==> src/rtl/pdes_pkg.sv <==
package pdes_pkg;

	localparam int WORD_W = 16;
	localparam int IDX_W  = 4;

	localparam logic [WORD_W-1:0] EVENT_ENABLE_RST = 16'hFCFF;
	localparam logic [WORD_W-1:0] INIT_REPORT_RST  = 16'hCC00;

	// Configuration register indexes.
	localparam logic CFG_EVENT_ENABLE = 1'b0;
	localparam logic CFG_INIT_REPORT  = 1'b1;

	// Input mode codes.
	localparam logic MODE_INIT = 1'b0;
	localparam logic MODE_SCAN = 1'b1;

	typedef enum logic [1:0] {
		KIND_PORT   = 2'd0,
		KIND_DOOR   = 2'd1,
		KIND_STATUS = 2'd2
	} kind_t;

	// Broadcast control for the per-bit debounce lanes.
	typedef struct packed {
		logic prime;
		logic shift;
		logic commit;
	} lane_ctl_t;

	// One input word's worth of pending results and the state snapshot they carry.
	typedef struct packed {
		logic [WORD_W-1:0] ev_mask;
		logic [WORD_W-1:0] act;
		logic              door_ev;
		logic              door_act;
		logic [WORD_W-1:0] stable_port;
		logic              stable_door;
		logic              knob_closed;
	} job_t;

endpackage

==> src/rtl/pdes_lane.sv <==
module pdes_lane #(
	parameter int AGREE_SAMPLES = 3
) (
	input  logic                clk,
	input  logic                arst_n,
	input  pdes_pkg::lane_ctl_t ctl,
	input  logic                sample,
	output logic                agree,
	output logic                stable
);
	import pdes_pkg::*;

	localparam int HW = AGREE_SAMPLES - 1;

	// Only the newest AGREE_SAMPLES-1 samples matter; the oldest drops out on the shift.
	logic [HW-1:0] hist_q;
	logic          stable_q;

	always_comb begin
		agree = 1'b1;
		for (int i = 0; i < HW; i++) begin
			if (hist_q[i] != sample) begin
				agree = 1'b0;
			end
		end
	end

	always_ff @(posedge clk or negedge arst_n) begin
		if (!arst_n) begin
			hist_q   <= '0;
			stable_q <= 1'b0;
		end else if (ctl.prime) begin
			hist_q   <= {HW{sample}};
			stable_q <= sample;
		end else if (ctl.shift) begin
			hist_q <= HW'({hist_q, sample});
			if (ctl.commit) begin
				stable_q <= sample;
			end
		end
	end

	assign stable = stable_q;

endmodule

==> src/rtl/pdes_merge.sv <==
module pdes_merge #(
	parameter int PORT_BITS     = 16,
	parameter int AGREE_SAMPLES = 3
) (
	input  logic                                    clk,
	input  logic                                    arst_n,
	input  logic                                    cfg_we,
	input  logic                                    cfg_index,
	input  logic [pdes_pkg::WORD_W-1:0]             cfg_data,
	input  logic                                    in_valid,
	output logic                                    in_ready,
	input  logic                                    mode,
	input  logic [pdes_pkg::WORD_W-1:0]             port_word,
	input  logic                                    door_level,
	input  logic                                    knob_level,
	output pdes_pkg::lane_ctl_t                     lane_ctl,
	input  logic [((PORT_BITS < pdes_pkg::WORD_W) ? PORT_BITS : pdes_pkg::WORD_W)-1:0] lane_agree,
	input  logic [((PORT_BITS < pdes_pkg::WORD_W) ? PORT_BITS : pdes_pkg::WORD_W)-1:0] lane_stable,
	output logic                                    job_valid,
	output pdes_pkg::job_t                          job,
	input  logic                                    job_take
);
	import pdes_pkg::*;

	localparam int LANES = (PORT_BITS < WORD_W) ? PORT_BITS : WORD_W;
	localparam int HW    = AGREE_SAMPLES - 1;

	logic [WORD_W-1:0] enable_q;
	logic [WORD_W-1:0] report_q;
	logic              scan_en_q;
	logic [HW-1:0]     door_hist_q;
	logic [HW-1:0]     knob_hist_q;
	logic              door_stable_q;
	logic              knob_flag_q;
	logic              job_valid_s1;
	job_t              job_s1;
	job_t              job_next;

	logic [LANES-1:0]  pw_l;
	logic [WORD_W-1:0] pw_w;
	logic [WORD_W-1:0] stable_w;
	logic [WORD_W-1:0] diff_w;
	logic              accept;
	logic              all_agree;
	logic              door_agree;
	logic              knob_agree;
	logic              scan;

	assign in_ready = !job_valid_s1 || job_take;
	assign accept   = in_valid && in_ready;
	assign scan     = accept && (mode == MODE_SCAN) && scan_en_q;

	assign pw_l      = port_word[LANES-1:0];
	assign pw_w      = WORD_W'(pw_l);
	assign stable_w  = WORD_W'(lane_stable);
	assign diff_w    = WORD_W'(lane_stable ^ pw_l);
	assign all_agree = &lane_agree;

	always_comb begin
		door_agree = 1'b1;
		knob_agree = 1'b1;
		for (int i = 0; i < HW; i++) begin
			if (door_hist_q[i] != door_level) begin
				door_agree = 1'b0;
			end
			if (knob_hist_q[i] != knob_level) begin
				knob_agree = 1'b0;
			end
		end
	end

	always_comb begin
		lane_ctl.prime  = accept && (mode == MODE_INIT);
		lane_ctl.shift  = scan;
		lane_ctl.commit = scan && all_agree;
	end

	always_comb begin
		job_next.act         = ~pw_w;
		job_next.ev_mask     = '0;
		job_next.door_ev     = 1'b0;
		job_next.door_act    = door_level;
		job_next.stable_port = stable_w;
		job_next.stable_door = door_stable_q;
		job_next.knob_closed = knob_flag_q;
		if (mode == MODE_INIT) begin
			job_next.ev_mask     = report_q & WORD_W'({LANES{1'b1}});
			job_next.door_ev     = 1'b1;
			job_next.stable_port = pw_w;
			job_next.stable_door = door_level;
		end else if (scan_en_q) begin
			if (all_agree) begin
				job_next.ev_mask     = diff_w & enable_q;
				job_next.stable_port = pw_w;
			end
			if (door_agree) begin
				job_next.door_ev     = door_stable_q != door_level;
				job_next.stable_door = door_level;
			end
			if (knob_agree) begin
				job_next.knob_closed = !knob_level;
			end
		end
	end

	always_ff @(posedge clk or negedge arst_n) begin
		if (!arst_n) begin
			enable_q <= EVENT_ENABLE_RST;
			report_q <= INIT_REPORT_RST;
		end else if (cfg_we) begin
			case (cfg_index)
				CFG_EVENT_ENABLE: enable_q <= cfg_data;
				CFG_INIT_REPORT:  report_q <= cfg_data;
				default: ;
			endcase
		end
	end

	always_ff @(posedge clk or negedge arst_n) begin
		if (!arst_n) begin
			scan_en_q     <= 1'b0;
			door_hist_q   <= '0;
			knob_hist_q   <= '0;
			door_stable_q <= 1'b0;
			knob_flag_q   <= 1'b0;
		end else if (accept) begin
			if (mode == MODE_INIT) begin
				scan_en_q     <= 1'b1;
				door_hist_q   <= {HW{door_level}};
				door_stable_q <= door_level;
			end else if (scan_en_q) begin
				door_hist_q   <= HW'({door_hist_q, door_level});
				knob_hist_q   <= HW'({knob_hist_q, knob_level});
				door_stable_q <= job_next.stable_door;
				knob_flag_q   <= job_next.knob_closed;
			end
		end
	end

	always_ff @(posedge clk or negedge arst_n) begin
		if (!arst_n) begin
			job_valid_s1 <= 1'b0;
		end else if (accept) begin
			job_valid_s1 <= 1'b1;
		end else if (job_take) begin
			job_valid_s1 <= 1'b0;
		end
	end

	always_ff @(posedge clk) begin
		if (accept) begin
			job_s1 <= job_next;
		end
	end

	assign job_valid = job_valid_s1;
	assign job       = job_s1;

	// A pending word is never dropped before the emitter takes it.
	a_job_held: assert property (@(posedge clk) disable iff (!arst_n)
		job_valid_s1 && !job_take |=> job_valid_s1)
		else $error("pending word lost before hand-off");

	// Priming and shifting never happen on the same word; commit comes only with a shift.
	a_ctl_excl: assert property (@(posedge clk) disable iff (!arst_n)
		!(lane_ctl.prime && lane_ctl.shift) && (!lane_ctl.commit || lane_ctl.shift))
		else $error("conflicting lane controls");

endmodule

==> src/rtl/pdes_emit.sv <==
module pdes_emit (
	input  logic                        clk,
	input  logic                        arst_n,
	input  logic                        job_valid,
	input  pdes_pkg::job_t              job,
	output logic                        job_take,
	output logic                        out_valid,
	input  logic                        out_ready,
	output logic [1:0]                  kind,
	output logic [pdes_pkg::IDX_W-1:0]  bit_index,
	output logic                        active,
	output logic [pdes_pkg::WORD_W-1:0] stable_port,
	output logic                        stable_door,
	output logic                        knob_closed,
	output logic                        last
);
	import pdes_pkg::*;

	logic              busy_q;
	logic [WORD_W-1:0] rem_q;
	job_t              cur_q;
	logic              door_ev_q;

	logic              has_port;
	logic [IDX_W-1:0]  idx;
	logic              out_fire;
	kind_t             k_sel;

	// Lowest pending port bit goes first.
	always_comb begin
		idx = '0;
		for (int i = WORD_W - 1; i >= 0; i--) begin
			if (rem_q[i]) begin
				idx = IDX_W'(i);
			end
		end
	end

	assign has_port = |rem_q;
	assign out_fire = out_valid && out_ready;
	assign job_take = job_valid && (!busy_q || (out_fire && last));

	always_comb begin
		if (has_port) begin
			k_sel = KIND_PORT;
		end else if (door_ev_q) begin
			k_sel = KIND_DOOR;
		end else begin
			k_sel = KIND_STATUS;
		end
	end

	assign out_valid   = busy_q;
	assign kind        = k_sel;
	assign bit_index   = has_port ? idx : '0;
	assign active      = has_port ? cur_q.act[idx] : (door_ev_q && cur_q.door_act);
	assign last        = !has_port && !door_ev_q;
	assign stable_port = cur_q.stable_port;
	assign stable_door = cur_q.stable_door;
	assign knob_closed = cur_q.knob_closed;

	always_ff @(posedge clk or negedge arst_n) begin
		if (!arst_n) begin
			busy_q    <= 1'b0;
			rem_q     <= '0;
			door_ev_q <= 1'b0;
		end else if (job_take) begin
			busy_q    <= 1'b1;
			rem_q     <= job.ev_mask;
			door_ev_q <= job.door_ev;
		end else if (out_fire) begin
			if (has_port) begin
				rem_q <= rem_q & (rem_q - WORD_W'(1));
			end else if (door_ev_q) begin
				door_ev_q <= 1'b0;
			end else begin
				busy_q <= 1'b0;
			end
		end
	end

	always_ff @(posedge clk) begin
		if (job_take) begin
			cur_q <= job;
		end
	end

	// The status word closes a word's results only after all events are out.
	a_last_clean: assert property (@(posedge clk) disable iff (!arst_n)
		out_valid && last |-> rem_q == '0 && !door_ev_q)
		else $error("status word sent with events pending");

	// Results of one input word continue after any non-final result.
	a_no_gap: assert property (@(posedge clk) disable iff (!arst_n)
		out_fire && !last |=> out_valid)
		else $error("result sequence broken");

	// A sent port event is retired from the pending set.
	a_retire: assert property (@(posedge clk) disable iff (!arst_n)
		out_fire && has_port |=> !rem_q[$past(idx)])
		else $error("port event not retired");

endmodule

==> src/rtl/port_debounce_event_scanner.sv <==
// Channel | Direction | Handshake           | Word
// --------+-----------+---------------------+------------------------------------------
// in      | input     | in_valid/in_ready   | mode, port_word, door_level, knob_level
// out     | output    | out_valid/out_ready | kind, bit_index, active, stable_port,
//         |           |                     | stable_door, knob_closed, last
// cfg     | input     | cfg_we              | cfg_index, cfg_data
//
// An input word yields 1 to 18 result words, one per cycle from the serializer while out is ready.
// Debounce state updates on the accept edge; each word is then parked in one
// hand-off register, so the next input word is taken while results still drain.
// Under sustained load, input words are taken as fast as the serializer drains their results.
// Reset is asynchronous, active low, and restores the register defaults.
// A stall on out holds the current result; in stalls once the hand-off register fills.
module port_debounce_event_scanner #(
	parameter int PORT_BITS     = 16,
	parameter int AGREE_SAMPLES = 3
) (
	input  logic        clk,
	input  logic        arst_n,
	input  logic        cfg_we,
	input  logic        cfg_index,
	input  logic [15:0] cfg_data,
	input  logic        in_valid,
	output logic        in_ready,
	input  logic        mode,
	input  logic [15:0] port_word,
	input  logic        door_level,
	input  logic        knob_level,
	output logic        out_valid,
	input  logic        out_ready,
	output logic [1:0]  kind,
	output logic [3:0]  bit_index,
	output logic        active,
	output logic [15:0] stable_port,
	output logic        stable_door,
	output logic        knob_closed,
	output logic        last
);
	import pdes_pkg::*;

	localparam int LANES = (PORT_BITS < WORD_W) ? PORT_BITS : WORD_W;

	lane_ctl_t        lane_ctl;
	logic [LANES-1:0] lane_agree;
	logic [LANES-1:0] lane_stable;
	logic             job_valid;
	job_t             job;
	logic             job_take;

	for (genvar g = 0; g < LANES; g++) begin : g_lane
		pdes_lane #(
			.AGREE_SAMPLES(AGREE_SAMPLES)
		) u_lane (
			.clk    (clk),
			.arst_n (arst_n),
			.ctl    (lane_ctl),
			.sample (port_word[g]),
			.agree  (lane_agree[g]),
			.stable (lane_stable[g])
		);
	end

	pdes_merge #(
		.PORT_BITS     (PORT_BITS),
		.AGREE_SAMPLES (AGREE_SAMPLES)
	) u_merge (
		.clk         (clk),
		.arst_n      (arst_n),
		.cfg_we      (cfg_we),
		.cfg_index   (cfg_index),
		.cfg_data    (cfg_data),
		.in_valid    (in_valid),
		.in_ready    (in_ready),
		.mode        (mode),
		.port_word   (port_word),
		.door_level  (door_level),
		.knob_level  (knob_level),
		.lane_ctl    (lane_ctl),
		.lane_agree  (lane_agree),
		.lane_stable (lane_stable),
		.job_valid   (job_valid),
		.job         (job),
		.job_take    (job_take)
	);

	pdes_emit u_emit (
		.clk         (clk),
		.arst_n      (arst_n),
		.job_valid   (job_valid),
		.job         (job),
		.job_take    (job_take),
		.out_valid   (out_valid),
		.out_ready   (out_ready),
		.kind        (kind),
		.bit_index   (bit_index),
		.active      (active),
		.stable_port (stable_port),
		.stable_door (stable_door),
		.knob_closed (knob_closed),
		.last        (last)
	);

endmodule

==> config.mk <==
export PLATFORM = sky130hd
export DESIGN_NAME = port_debounce_event_scanner
export DESIGN_NICKNAME = d
export VERILOG_FILES = /design/src/rtl/pdes_pkg.sv /design/src/rtl/pdes_lane.sv /design/src/rtl/pdes_merge.sv /design/src/rtl/pdes_emit.sv /design/src/rtl/port_debounce_event_scanner.sv
export SDC_FILE = /design/constraint.sdc
export NUM_CORES = 1
export LEC_CHECK = 0
export ABC_AREA = 1
export BUFFER_PORTS_ARGS = -buffer_cell sky130_fd_sc_hd__buf_2
export CAP_MARGIN = 25
export CELL_PAD_IN_SITES_DETAIL_PLACEMENT = 1
export CELL_PAD_IN_SITES_GLOBAL_PLACEMENT = 1
export CORE_ASPECT_RATIO = 0.6
export CORE_MARGIN = 5
export CORE_UTILIZATION = 45
export DETAILED_ROUTE_END_ITERATION = 10
export PLACE_DENSITY_LB_ADDON = 0.1
export SLEW_MARGIN = 10
export SYNTH_ARGS = -nofsm -noshare
export SYNTH_HDL_FRONTEND = slang
export SYNTH_SLANG_ARGS = --single-unit
==> constraint.sdc <==
create_clock -name clk -period 4.15 [get_ports clk]
set_input_delay 0.83 -clock clk [delete_from_list [all_inputs] [get_ports clk]]
set_output_delay 0.83 -clock clk [all_outputs]
set_load 0.005 [all_outputs]
==> load_flow_metrics.sql, run 1 <==
INSERT INTO impl_metrics (metric_group, metric, value, unit) VALUES
('floorplan', 'floorplan.initialDensity', '0.464', ''),
('power_and_ir_drop', 'relative_contribution_of_the_clock_network_to_total_power', '0.246', ''),
('finish', 'fillCellCount', '2065', ''),
('route', 'avgRoutedWirePerCell', '20.3', 'um'),
('yosys', 'synth-compound-area-share', '0.138', ''),
('yosys', 'synth_top_cell_by_area', 'edfxtp_1', ''),
('sta', 'post-route-period-util', '0.893', ''),
('worst_hold_path', 'holdCritStartpoint', 'u_merge.job[18]$_DFFE_PP_', ''),
('power_and_ir_drop', 'switching_share', '0.385', ''),
('yosys', 'synth-adder-area-share', '0', ''),
('worst_setup_path', 'ff2ff_path_depth', '18', ''),
('worst_setup_path', 'path_class', 'reg2out', ''),
('finish', 'final_layout_size_suffix_gt1_frac', '0.172', ''),
('finish', 'post-route-util', '0.526', ''),
('worst_setup_path', 'critical_path.reg2reg.endpoint', 'g_lane[12].u_lane.hist_q[0]$_DFFE_PN0P_', ''),
('cts', 'cts_buffers', '17', ''),
('cts', 'postCtsResizedCells', '0', ''),
('sta', 'final_period_minus_worst_setup_slack', '3.71', 'ns'),
('run_status', 'outcome', 'completed', ''),
('global_routing', 'maximum_number_of_pins_on_one_net_before_global_route_repair', '65', ''),
('sta', 'timing_hold_violations_final', '0', ''),
('power_and_ir_drop', 'power.switching', '2780', 'uW'),
('route', 'drt_iter0_markers', '438', ''),
('yosys', 'synthSimpleGateAreaFrac', '0.154', ''),
('yosys', 'syn_nets', '907', ''),
('power_and_ir_drop', 'sequentialPowerShare', '0.422', ''),
('floorplan', 'core.rowCount', '38', ''),
('global_routing', 'globalRoute.totalOverflow', '0', ''),
('cts', 'cts_hold_buffers', '0', ''),
('sta', 'count_of_pins_over_their_slew_limit', '0', ''),
('floorplan', 'floorplan.die_area', '0.0217', 'mm^2'),
('sta', 'maximum_clock_skew_at_final_layout', '0.00998', 'ns'),
('cts', 'clock_insertion_delay_worst_skew', '0.44', 'ns'),
('cts', 'tritoncts', 'yes', ''),
('yosys', 'ys_seq_elements', '193', ''),
('power_and_ir_drop', 'internal-power', '4440', 'uW'),
('cts', 'worst_setup_hold_path_clk_slew', '0.08', 'ns'),
('power_and_ir_drop', 'power.density', '752', 'mW/mm^2'),
('worst_setup_path', 'worst_setup_path_startpoint', 'u_emit.rem_q[14]$_DFFE_PN0P_', ''),
('placement', 'finalWeightedCongestion', '0.840', ''),
('floorplan', 'die_h', '116', 'um'),
('route', 'dr.pass1.iters', '5', ''),
('worst_hold_path', 'holdCritPathClass', 'reg2reg', ''),
('cts', 'post_cts_buffers', '0', ''),
('yosys', 'netlist-cell-type-count', '38', ''),
('route', 'detail_route.wirelength', '23800', 'um'),
('finish', 'layout_commonest_cell', 'nand2_1', ''),
('cts', 'ctsRootBufferMaster', 'clkbuf_16', ''),
('worst_setup_path', 'cp.required', '3.32', 'ns'),
('cts', 'clock_tree.buffer_depth', '2', ''),
('yosys', 'yosys.area_share.xor_xnor', '0.00103', ''),
('placement', 'dp_wirelength', '16600', 'um'),
('yosys', 'syn_inst', '866', ''),
('global_routing', 'grt_first_pass_wirelength', '38200', 'um'),
('global_routing', 'grt_usage', '0.228', ''),
('floorplan', 'boundaryPins', '69', ''),
('route', 'via_count', '6387', ''),
('route', 'antenna_violating_nets_post_route', '0', ''),
('yosys', 'synthTopCellsByArea', 'edfxtp_1 31%, dfrtp_1 26%, nand2_1 8.6%, o21ai_0 6.0%, dfstp_2 5.6%', ''),
('finish', 'layout.cells.most_common_list', '195 x nand2_1, 102 x inv_1, 101 x o21ai_0', ''),
('cts', 'cts_sinks', '193', ''),
('sta', 'tns', '0', 'ns'),
('sta', 'max_slew_margin', '0.380', ''),
('route', 'route.detailed.drc', '0', ''),
('worst_setup_path', 'end_kind', 'output port', ''),
('yosys', 'combinational_family_with_the_most_area_after_synthesis', 'simple AND/OR/NAND/NOR gates', ''),
('job', 'maxCapViolCount', '0', ''),
('worst_setup_path', 'setup.reg_to_reg.worst_slack', '1.04', 'ns'),
('yosys', 'synth_sequential_area_ratio', '0.625', ''),
('power_and_ir_drop', 'static-leakage-power', '0.00427', 'uW'),
('worst_setup_path', 'startpoint_type', 'flip-flop', '');
how the worst min path moves through the flow:
stage | cells after the start | slack, ns | to
floorplan | 0 | 0.40 | u_emit.cur_q[18]$_DFFE_PP_
global placement | 0 | 0.40 | u_emit.stable_port[15]$_DFFE_PP_
detailed placement | 0 | 0.41 | u_emit.cur_q[18]$_DFFE_PP_
CTS | 0 | 0.42 | u_emit.cur_q[29]$_DFFE_PP_
global route | 0 | 0.43 | u_emit.stable_port[7]$_DFFE_PP_
finish | 0 | 0.42 | u_emit.cur_q[18]$_DFFE_PP_
cell usage after synthesis (all sizes together):
master	count
buf	28
nor2	74
a21oi	33
edfxtp	87
nand3	23
nand3b	3
nor4b	1
nor4	5
clkbuf	17
inv	110
nor3	2
dfstp	18
clkinv	2
a22oi	1
o31ai	20
a2111oi	1
nand2	200
nand4	2
a221oi	1
o22ai	2
o211ai	17
dfrtp	88
o22a	1
xnor2	1
o21ai	129
registers in the layout, indices dropped and copies added (netlist names), 2 cells and up:
name / count
g_lane.u_lane.hist_q: 32
g_lane.u_lane.stable: 16
u_emit.cur_q: 17
u_emit.rem_q: 16
u_emit.stable_port: 16
u_merge.door_hist_q: 2
u_merge.enable_q: 16
u_merge.job: 52
u_merge.knob_hist_q: 2
u_merge.report_q: 16
metal layers:
layer / track usage / routed length [um]
met5: 0 / 11
met4: 0.0512 / 265
met3: 0.0451 / 1270
met2: 0.370 / 11200
met1: 0.322 / 11100
layout make-up:
cell class | instances | area (um^2) | area share
multi-input combinational | 516 | 2490 | 0.259
clock buffer | 17 | 425 | 0.0443
inverter | 112 | 423 | 0.0440
timing repair buffer | 79 | 478 | 0.0497
sequential | 193 | 5290 | 0.550
clock inverter | 15 | 206 | 0.0215
tap | 240 | 300 | 0.0312
per-stage QoR:
step	worst slack, ns	instance area, um^2	hold slack (ns)	std cells
6_report	0.445	9610	0.421	1172
3_3_place_gp	0.656	8940	0.402	1138
4_1_cts	0.407	9610	0.420	1172
5_1_grt	0.0469	9610	0.434	1172
2_1_floorplan	0.988	8470	0.400	866
3_5_place_dp	0.547	8980	0.405	1140
power by group through the flow:
stage                     sequential [uW]  clock, uW  combinational [uW]
after CTS                            3040       1810                2430
final                                3050       1770                2400
after global placement               3040          0                2260
after floorplan                      2940          0                1660
after detailed placement             3070          0                2410
after global routing                 3110       1900                2730
critical path: stages, from the launching register on:
cell and delay, ns:
dfrtp_1 0.38, inv_1 0.08, nand2_1 0.06, nand2_1 0.05
nand2_1 0.05, nand2_1 0.07, nand2_1 0.06, nand2_1 0.06
nand2_1 0.05, nand2_1 0.06, nand2_1 0.05, nand2_1 0.06
nand2_1 0.05, nand2_1 0.05, nand2_1 0.04, nand2_1 0.25
nand2_1 0.31, nand2_1 0.14, nand3_1 0.08, nand2_1 0.09
nand2_1 0.05, nand2_1 0.11, nand2_1 0.06, nand3_1 0.06
buf_2 0.11
cells by family after synthesis:
group	after synthesis
compound gates	205
simple gates	310
xor+xnor	1
flops	193
buf+inv	157
No activity file was read; power rests on OpenSTA's default activity.
==> run 2: changes to the inputs <==
Settings changed: PLACE_DENSITY from default to 0.8, PLACE_DENSITY_LB_ADDON 0.1 to default, RECOVER_POWER from default to 100, REMOVE_ABC_BUFFERS from default to 1.
==> load_flow_metrics.sql, run 2 (synthesis gave the netlist of run 1 again) <==
INSERT INTO impl_metrics (metric_group, metric, value, unit) VALUES
('run_status', 'outcome', 'finished with violations', ''),
('run_status', 'violations', 'capacitance limit, slew limit', ''),
('route', 'avgRoutedWirePerCell', '20.5', 'um'),
('worst_setup_path', 'setup.reg_to_reg.worst_slack', '0.55', 'ns'),
('worst_setup_path', 'end_kind', 'flip-flop', ''),
('cts', 'post_cts_buffers', '0', ''),
('cts', 'clock_tree.buffer_depth', '2', ''),
('floorplan', 'boundaryPins', '69', ''),
('sta', 'unrepaired_setup_endpoints_after_global_routing', 'no', ''),
('global_routing', 'grt_first_pass_wirelength', '38600', 'um'),
('sta', 'fin_worst_hold_slack', '0.417', 'ns'),
('sta', 'timing_hold_violations_final', '0', ''),
('cts', 'cts_hold_buffers', '0', ''),
('power_and_ir_drop', 'static-leakage-power', '0.00409', 'uW'),
('route', 'drt_iter0_markers', '385', ''),
('sta', 'max_slew_margin', '-0.957', ''),
('power_and_ir_drop', 'ir_drop_worst_vdd', '356', 'uV'),
('route', 'antenna_violating_nets_post_route', '0', ''),
('finish', 'multiInputGateArea', '0.00242', 'mm^2'),
('global_routing', 'grt_usage', '0.230', ''),
('global_routing', 'maximum_number_of_pins_on_one_net_before_global_route_repair', '62', ''),
('worst_hold_path', 'holdCritPathClass', 'reg2reg', ''),
('sta', 'post-route-period-util', '0.877', ''),
('worst_setup_path', 'cp.required', '4.29', 'ns'),
('sta', 'count_of_pins_over_their_slew_limit', '70', ''),
('global_routing', 'globalRoute.totalOverflow', '0', ''),
('route', 'detail_route.wirelength', '24100', 'um'),
('worst_setup_path', 'critical_path.reg2reg.endpoint', 'u_merge.job[51]$_DFFE_PP_', ''),
('cts', 'cts_buffers', '17', ''),
('sta', 'setup_violations', '0', ''),
('worst_setup_path', 'peak_fanout_along_the_critical_path', '32', ''),
('worst_setup_path', 'ff2ff_path_depth', '14', ''),
('placement', 'finalWeightedCongestion', '0.823', ''),
('finish', 'finalNonFillerCells', '1174', ''),
('finish', 'layout_commonest_cell', 'nand2_1', ''),
('finish', 'largest_register_ffs', '52', ''),
('placement', 'dpl-instance-area', '0.00901', 'mm^2'),
('finish', 'register_area', '0.00529', 'mm^2'),
('floorplan', 'floorplan.initialDensity', '0.464', ''),
('sta', 'fmax', '0.275', 'GHz'),
('sta', 'tns', '0', 'ns'),
('worst_hold_path', 'worstHoldPathCells', '0', ''),
('worst_setup_path', 'critical_path_arrival', '3.78', 'ns'),
('placement', 'port_buffers', '68', ''),
('finish', 'areaGrowthSynthToFinish', '11.0', '%'),
('worst_hold_path', 'holdCritStartpoint', 'u_merge.job[28]$_DFFE_PP_', ''),
('placement', 'dp_wirelength', '16400', 'um'),
('global_routing', 'antenna_found_initial', '0', ''),
('sta', 'maximum_clock_skew_at_final_layout', '0.0179', 'ns'),
('floorplan', 'core-area', '0.0183', 'mm^2'),
('route', 'detail_route.vias_per_cell', '5.47', ''),
('cts', 'clock_insertion_delay_worst_skew', '0.44', 'ns'),
('power_and_ir_drop', 'power.density', '741', 'mW/mm^2'),
('worst_setup_path', 'startpoint_type', 'input pin', ''),
('floorplan', 'die-width', '187', 'um'),
('finish', 'layout.cells.most_common_list', '197 x nand2_1, 129 x o21ai_0, 105 x inv_1', ''),
('route', 'dr.pass1.iters', '5', ''),
('cts', 'postCtsResizedCells', '0', ''),
('finish', 'fillCellCount', '2101', ''),
('finish', 'final_layout_size_suffix_gt1_frac', '0.106', ''),
('floorplan', 'die_h', '116', 'um'),
('cts', 'cts-htree-levels', '4', ''),
('global_routing', 'first_global_vias', '6774', ''),
('cts', 'ctsRootBufferMaster', 'clkbuf_16', ''),
('route', 'via_count', '6424', ''),
('cts', 'cts_sinks', '193', ''),
('job', 'maxCapViolCount', '2', ''),
('worst_setup_path', 'path_class', 'in2reg', ''),
('sta', 'tightestPinTransition', '2.94', 'ns'),
('placement', 'placed_cells', '1142', ''),
('finish', 'finalNetCount', '962', ''),
('finish', 'post_layout_instance_area', '0.00940', 'mm^2'),
('route', 'route.detailed.drc', '0', ''),
('sta', 'final_period_minus_worst_setup_slack', '3.64', 'ns'),
('finish', 'antenna_cells', '0', ''),
('floorplan', 'floorplan.die_area', '0.0217', 'mm^2'),
('cts', 'worst_setup_hold_path_clk_slew', '0.08', 'ns'),
('cts', 'tritoncts', 'yes', ''),
('worst_setup_path', 'worst_reg2reg_startpoint', 'u_emit.rem_q[10]$_DFFE_PN0P_', ''),
('floorplan', 'core.rowCount', '38', ''),
('worst_hold_path', 'worst_hold_path.endpoint', 'u_emit.cur_q[28]$_DFFE_PP_', '');
run 2: through the flow:
step / total power (uW) / worst slack [ns] / util
floorplan: 4510 / -0.231 / -
global placement: 5300 / 0.844 / 0.490
detailed placement: 5440 / 0.756 / 0.493
CTS: 7120 / 0.531 / 0.525
global route: 7470 / 0.0980 / 0.515
finish: 6960 / 0.511 / 0.515
run 2: metal layers:
layer / vias up / global-route usage / wire (um)
li1: 2966 / - / -
met1: 3266 / 0.329 / 11700
met2: 168 / 0.360 / 10800
met3: 24 / 0.0535 / 1370
met4: 0 / 0.0556 / 249
met5: - / 0 / 0
run 2: power by group:
group	internal (uW)	leakage [uW]	switching (uW)	total [uW]
Combinational	690	0.00171	1620	2310
Clock	802	0.000283	815	1620
Sequential	2660	0.00209	379	3040
Total	4150	0.00409	2810	6960
run 2: worst max-delay path, stage by stage:
cell and delay (ns):
clkbuf_1 0.16, inv_1 0.22, a21oi_1 0.08, nor4_1 0.39, nand2_1 0.11, nor4b_1 0.29, nand3_1 0.57, nand2_2 0.23
clkbuf_2 0.64, o21ai_0 0.24
run 2: worst max-delay path by stage:
stage | start | to | depth (start not counted)
floorplan | u_emit.rem_q[1]$_DFFE_PN0P_ | u_emit.rem_q[0]$_DFFE_PN0P_ | 14
global placement | port_word[4] | g_lane[13].u_lane.stable$_DFFE_PN0P_ | 12
detailed placement | port_word[4] | g_lane[0].u_lane.stable$_DFFE_PN0P_ | 12
CTS | u_emit.rem_q[14]$_DFFE_PN0P_ | active | 24
global route | u_emit.rem_q[10]$_DFFE_PN0P_ | g_lane[4].u_lane.stable$_DFFE_PN0P_ | 16
finish | port_word[4] | u_merge.job[7]$_DFFE_PP_ | 10
run 2: area by class of cell:
class,count,area share
clock buffer,17,0.0453
clock inverter,15,0.0157
inverter,112,0.0450
multi-input combinational,516,0.258
sequential,193,0.563
tap,240,0.0320
timing repair buffer,81,0.0414
==> run 3: changes to the inputs <==
Settings changed: CORE_UTILIZATION 45 to 30, CTS_BUF_LIST from default to sky130_fd_sc_hd__clkbuf_4 sky130_fd_sc_hd__clkbuf_8, PLACE_DENSITY 0.8 to 0.58.
==> load_flow_metrics.sql, run 3 (synthesis gave the netlist of run 1 again) <==
INSERT INTO impl_metrics (metric_group, metric, value, unit) VALUES
('run_status', 'outcome', 'finished with violations', ''),
('run_status', 'violations', 'capacitance limit, slew limit', ''),
('worst_setup_path', 'critical-path-max-stage-delay', '0.91', 'ns'),
('route', 'avgRoutedWirePerCell', '18.5', 'um'),
('cts', 'ctsRootBufferMaster', 'clkbuf_8', ''),
('route', 'drt_iter0_markers', '416', ''),
('worst_setup_path', 'critical_path.top_delay_family', 'buffers and inverters', ''),
('power_and_ir_drop', 'static-leakage-power', '0.00403', 'uW'),
('worst_setup_path', 'critical_path.reg2reg.endpoint', 'u_merge.job[50]$_DFFE_PP_', ''),
('worst_setup_path', 'worst_reg2reg_startpoint', 'u_emit.rem_q[6]$_DFFE_PN0P_', ''),
('floorplan', 'core.rowCount', '47', ''),
('job', 'maxCapViolCount', '3', ''),
('worst_hold_path', 'holdCritPathClass', 'reg2reg', ''),
('cts', 'cts_sinks', '193', ''),
('global_routing', 'first_global_vias', '6138', ''),
('power_and_ir_drop', 'fin_total_pwr', '6660', 'uW'),
('floorplan', 'die-width', '227', 'um'),
('cts', 'clock_tree.buffer_depth', '2', ''),
('finish', 'fillCellCount', '3195', ''),
('placement', 'finalWeightedCongestion', '0.797', ''),
('finish', 'areaGrowthSynthToFinish', '11.3', '%'),
('worst_setup_path', 'worst_setup_path_startpoint', 'port_word[14]', ''),
('route', 'antenna_violating_nets_post_route', '0', ''),
('worst_setup_path', 'startpoint_type', 'input pin', ''),
('worst_setup_path', 'critical_path_arrival', '3.96', 'ns'),
('cts', 'clock_insertion_delay_worst_skew', '0.48', 'ns'),
('worst_setup_path', 'ff2ff_path_depth', '14', ''),
('power_and_ir_drop', 'ir_drop_worst_vdd', '639', 'uV'),
('worst_setup_path', 'setup.reg_to_reg.worst_slack', '0.51', 'ns'),
('placement', 'dp_wirelength', '16900', 'um'),
('floorplan', 'floorplan.die_area', '0.0318', 'mm^2'),
('route', 'detail_route.vias_per_cell', '4.69', ''),
('worst_setup_path', 'end_kind', 'flip-flop', ''),
('floorplan', 'die_h', '140', 'um'),
('sta', 'timing_hold_violations_final', '0', ''),
('worst_setup_path', 'crit_chain', 'clkbuf_1 -> inv_1 -> o21ai_0 -> o21ai_0 -> nor4b_1 -> nand3_2 -> clkbuf_1 -> nand2_1 -> clkbuf_2 -> nand2_1 -> o21ai_0', ''),
('sta', 'maximum_clock_skew_at_final_layout', '0.0164', 'ns'),
('sta', 'final_period_minus_worst_setup_slack', '3.73', 'ns'),
('sta', 'final_critical_path_setup_slack', '0.418', 'ns'),
('route', 'dr.pass1.iters', '5', ''),
('worst_setup_path', 'peak_fanout_along_the_critical_path', '17', ''),
('sta', 'fin_worst_hold_slack', '0.428', 'ns'),
('cts', 'postCtsResizedCells', '0', ''),
('sta', 'unrepaired_setup_endpoints_after_global_routing', 'no', ''),
('worst_setup_path', 'number_of_buffer_and_inverter_instances_along_the_worst_setup_path', '4', ''),
('finish', 'layout_commonest_cell', 'nand2_1', ''),
('global_routing', 'maximum_number_of_pins_on_one_net_before_global_route_repair', '57', ''),
('worst_setup_path', 'cp.required', '4.38', 'ns'),
('cts', 'post_cts_buffers', '0', ''),
('route', 'detail_route.wirelength', '24100', 'um'),
('cts', 'cts-htree-levels', '4', ''),
('global_routing', 'antenna_found_initial', '1', ''),
('cts', 'worst_setup_hold_path_clk_slew', '0.10', 'ns'),
('worst_setup_path', 'path_class', 'in2reg', ''),
('sta', 'tightestPinTransition', '1.66', 'ns'),
('worst_setup_path', 'critPathSlowestCell', 'clkbuf_1', ''),
('placement', 'port_buffers', '68', ''),
('route', 'route.detailed.drc', '0', ''),
('sta', 'setup_violations', '0', ''),
('cts', 'tritoncts', 'yes', ''),
('placement', 'dp_worst_setup_slack', '0.711', 'ns'),
('cts', 'cts_hold_buffers', '0', ''),
('global_routing', 'grt_first_pass_wirelength', '37700', 'um'),
('finish', 'finalNetCount', '964', ''),
('finish', 'antenna_cells', '0', ''),
('finish', 'largest_register_ffs', '52', ''),
('global_routing', 'globalRoute.totalOverflow', '0', ''),
('floorplan', 'core-area', '0.0277', 'mm^2'),
('finish', 'post_layout_instance_area', '0.00942', 'mm^2'),
('sta', 'fmax', '0.268', 'GHz'),
('floorplan', 'boundaryPins', '69', ''),
('floorplan', 'floorplan.initialDensity', '0.306', ''),
('worst_setup_path', 'critical_path.most_common_cell', 'o21ai_0', ''),
('sta', 'max_slew_margin', '-0.107', ''),
('placement', 'dpl-instance-area', '0.00913', 'mm^2'),
('route', 'via_count', '6112', ''),
('power_and_ir_drop', 'power.density', '707', 'mW/mm^2'),
('worst_setup_path', 'cp.depth', '11', ''),
('sta', 'count_of_pins_over_their_slew_limit', '123', ''),
('sta', 'post-route-period-util', '0.899', ''),
('global_routing', 'grt_usage', '0.156', ''),
('worst_setup_path', 'cp-endpoint', 'u_merge.job[17]$_DFFE_PP_', ''),
('finish', 'final_layout_size_suffix_gt1_frac', '0.106', ''),
('finish', 'layout.cells.most_common_list', '199 x nand2_1, 128 x o21ai_0, 106 x inv_1', ''),
('sta', 'tns', '0', 'ns'),
('cts', 'cts_buffers', '17', '');
==> run 3: cell count changes in the layout (fill, tap and decap cells not counted), moves of 3 or more <==
| cell | previous run | this run |
|---|---|---|
| bufinv_16 | 0 | 5 |
| clkbuf_16 | 17 | 0 |
| clkbuf_2 | 2 | 5 |
| clkbuf_8 | 0 | 17 |
| inv_8 | 4 | 0 |
==> run 3: worst register-to-register path, delay by kind of cell (launching register included) <==
kind | cells | cell delay (ns)
buffers and inverters | 5 | 1.48
AND/OR/NAND/NOR | 9 | 1.36
flip-flops | 1 | 0.42
==> run 3: worst min path at each step <==
| stage | end | startpoint | cells after the start | slack [ns] |
|---|---|---|---|---|
| 4_1_cts | u_emit.out_valid$_DFFE_PN0P_ | arst_n | 1 | 0.43 |
| 2_1_floorplan | u_emit.cur_q[18]$_DFFE_PP_ | u_merge.job[18]$_DFFE_PP_ | 0 | 0.40 |
| 5_1_grt | u_emit.cur_q[30]$_DFFE_PP_ | u_merge.job[30]$_DFFE_PP_ | 0 | 0.44 |
| 6_report | u_emit.knob_closed$_DFFE_PP_ | u_merge.job[0]$_DFFE_PP_ | 0 | 0.43 |
| 3_3_place_gp | u_emit.cur_q[22]$_DFFE_PP_ | u_merge.job[22]$_DFFE_PP_ | 0 | 0.40 |
| 3_5_place_dp | u_emit.knob_closed$_DFFE_PP_ | u_merge.job[0]$_DFFE_PP_ | 0 | 0.41 |
==> run 3: per-stage QoR <==
stage / std cells / util
2_1_floorplan: 821 / -
3_3_place_gp: 1271 / 0.330
3_5_place_dp: 1271 / 0.330
4_1_cts: 1303 / 0.346
5_1_grt: 1303 / 0.340
6_report: 1303 / 0.340
==> run 3: metal layers <==
layer,vias to the layer above,global-route usage,share of wire
li1,2967,-,-
met1,3036,0.256,0.56
met2,87,0.205,0.39
met3,20,0.0339,0.034
met4,2,0.0361,0.010
met5,-,0,0.00054
==> run 3: cell type report <==
class | count | area (um^2) | share of cell area
multi-input combinational | 516 | 2420 | 0.257
tap | 367 | 459 | 0.0487
sequential | 193 | 5290 | 0.561
clock buffer | 17 | 234 | 0.0248
inverter | 112 | 423 | 0.0449
timing repair buffer | 83 | 372 | 0.0394
clock inverter | 15 | 226 | 0.0240
==> run 3: report_power, final <==
part           leakage, uW  switching, uW  total (uW)  internal (uW)
sequential         0.00209            363        3020           2660
clock             0.000225            722        1450            724
combinational      0.00171           1510        2200            685
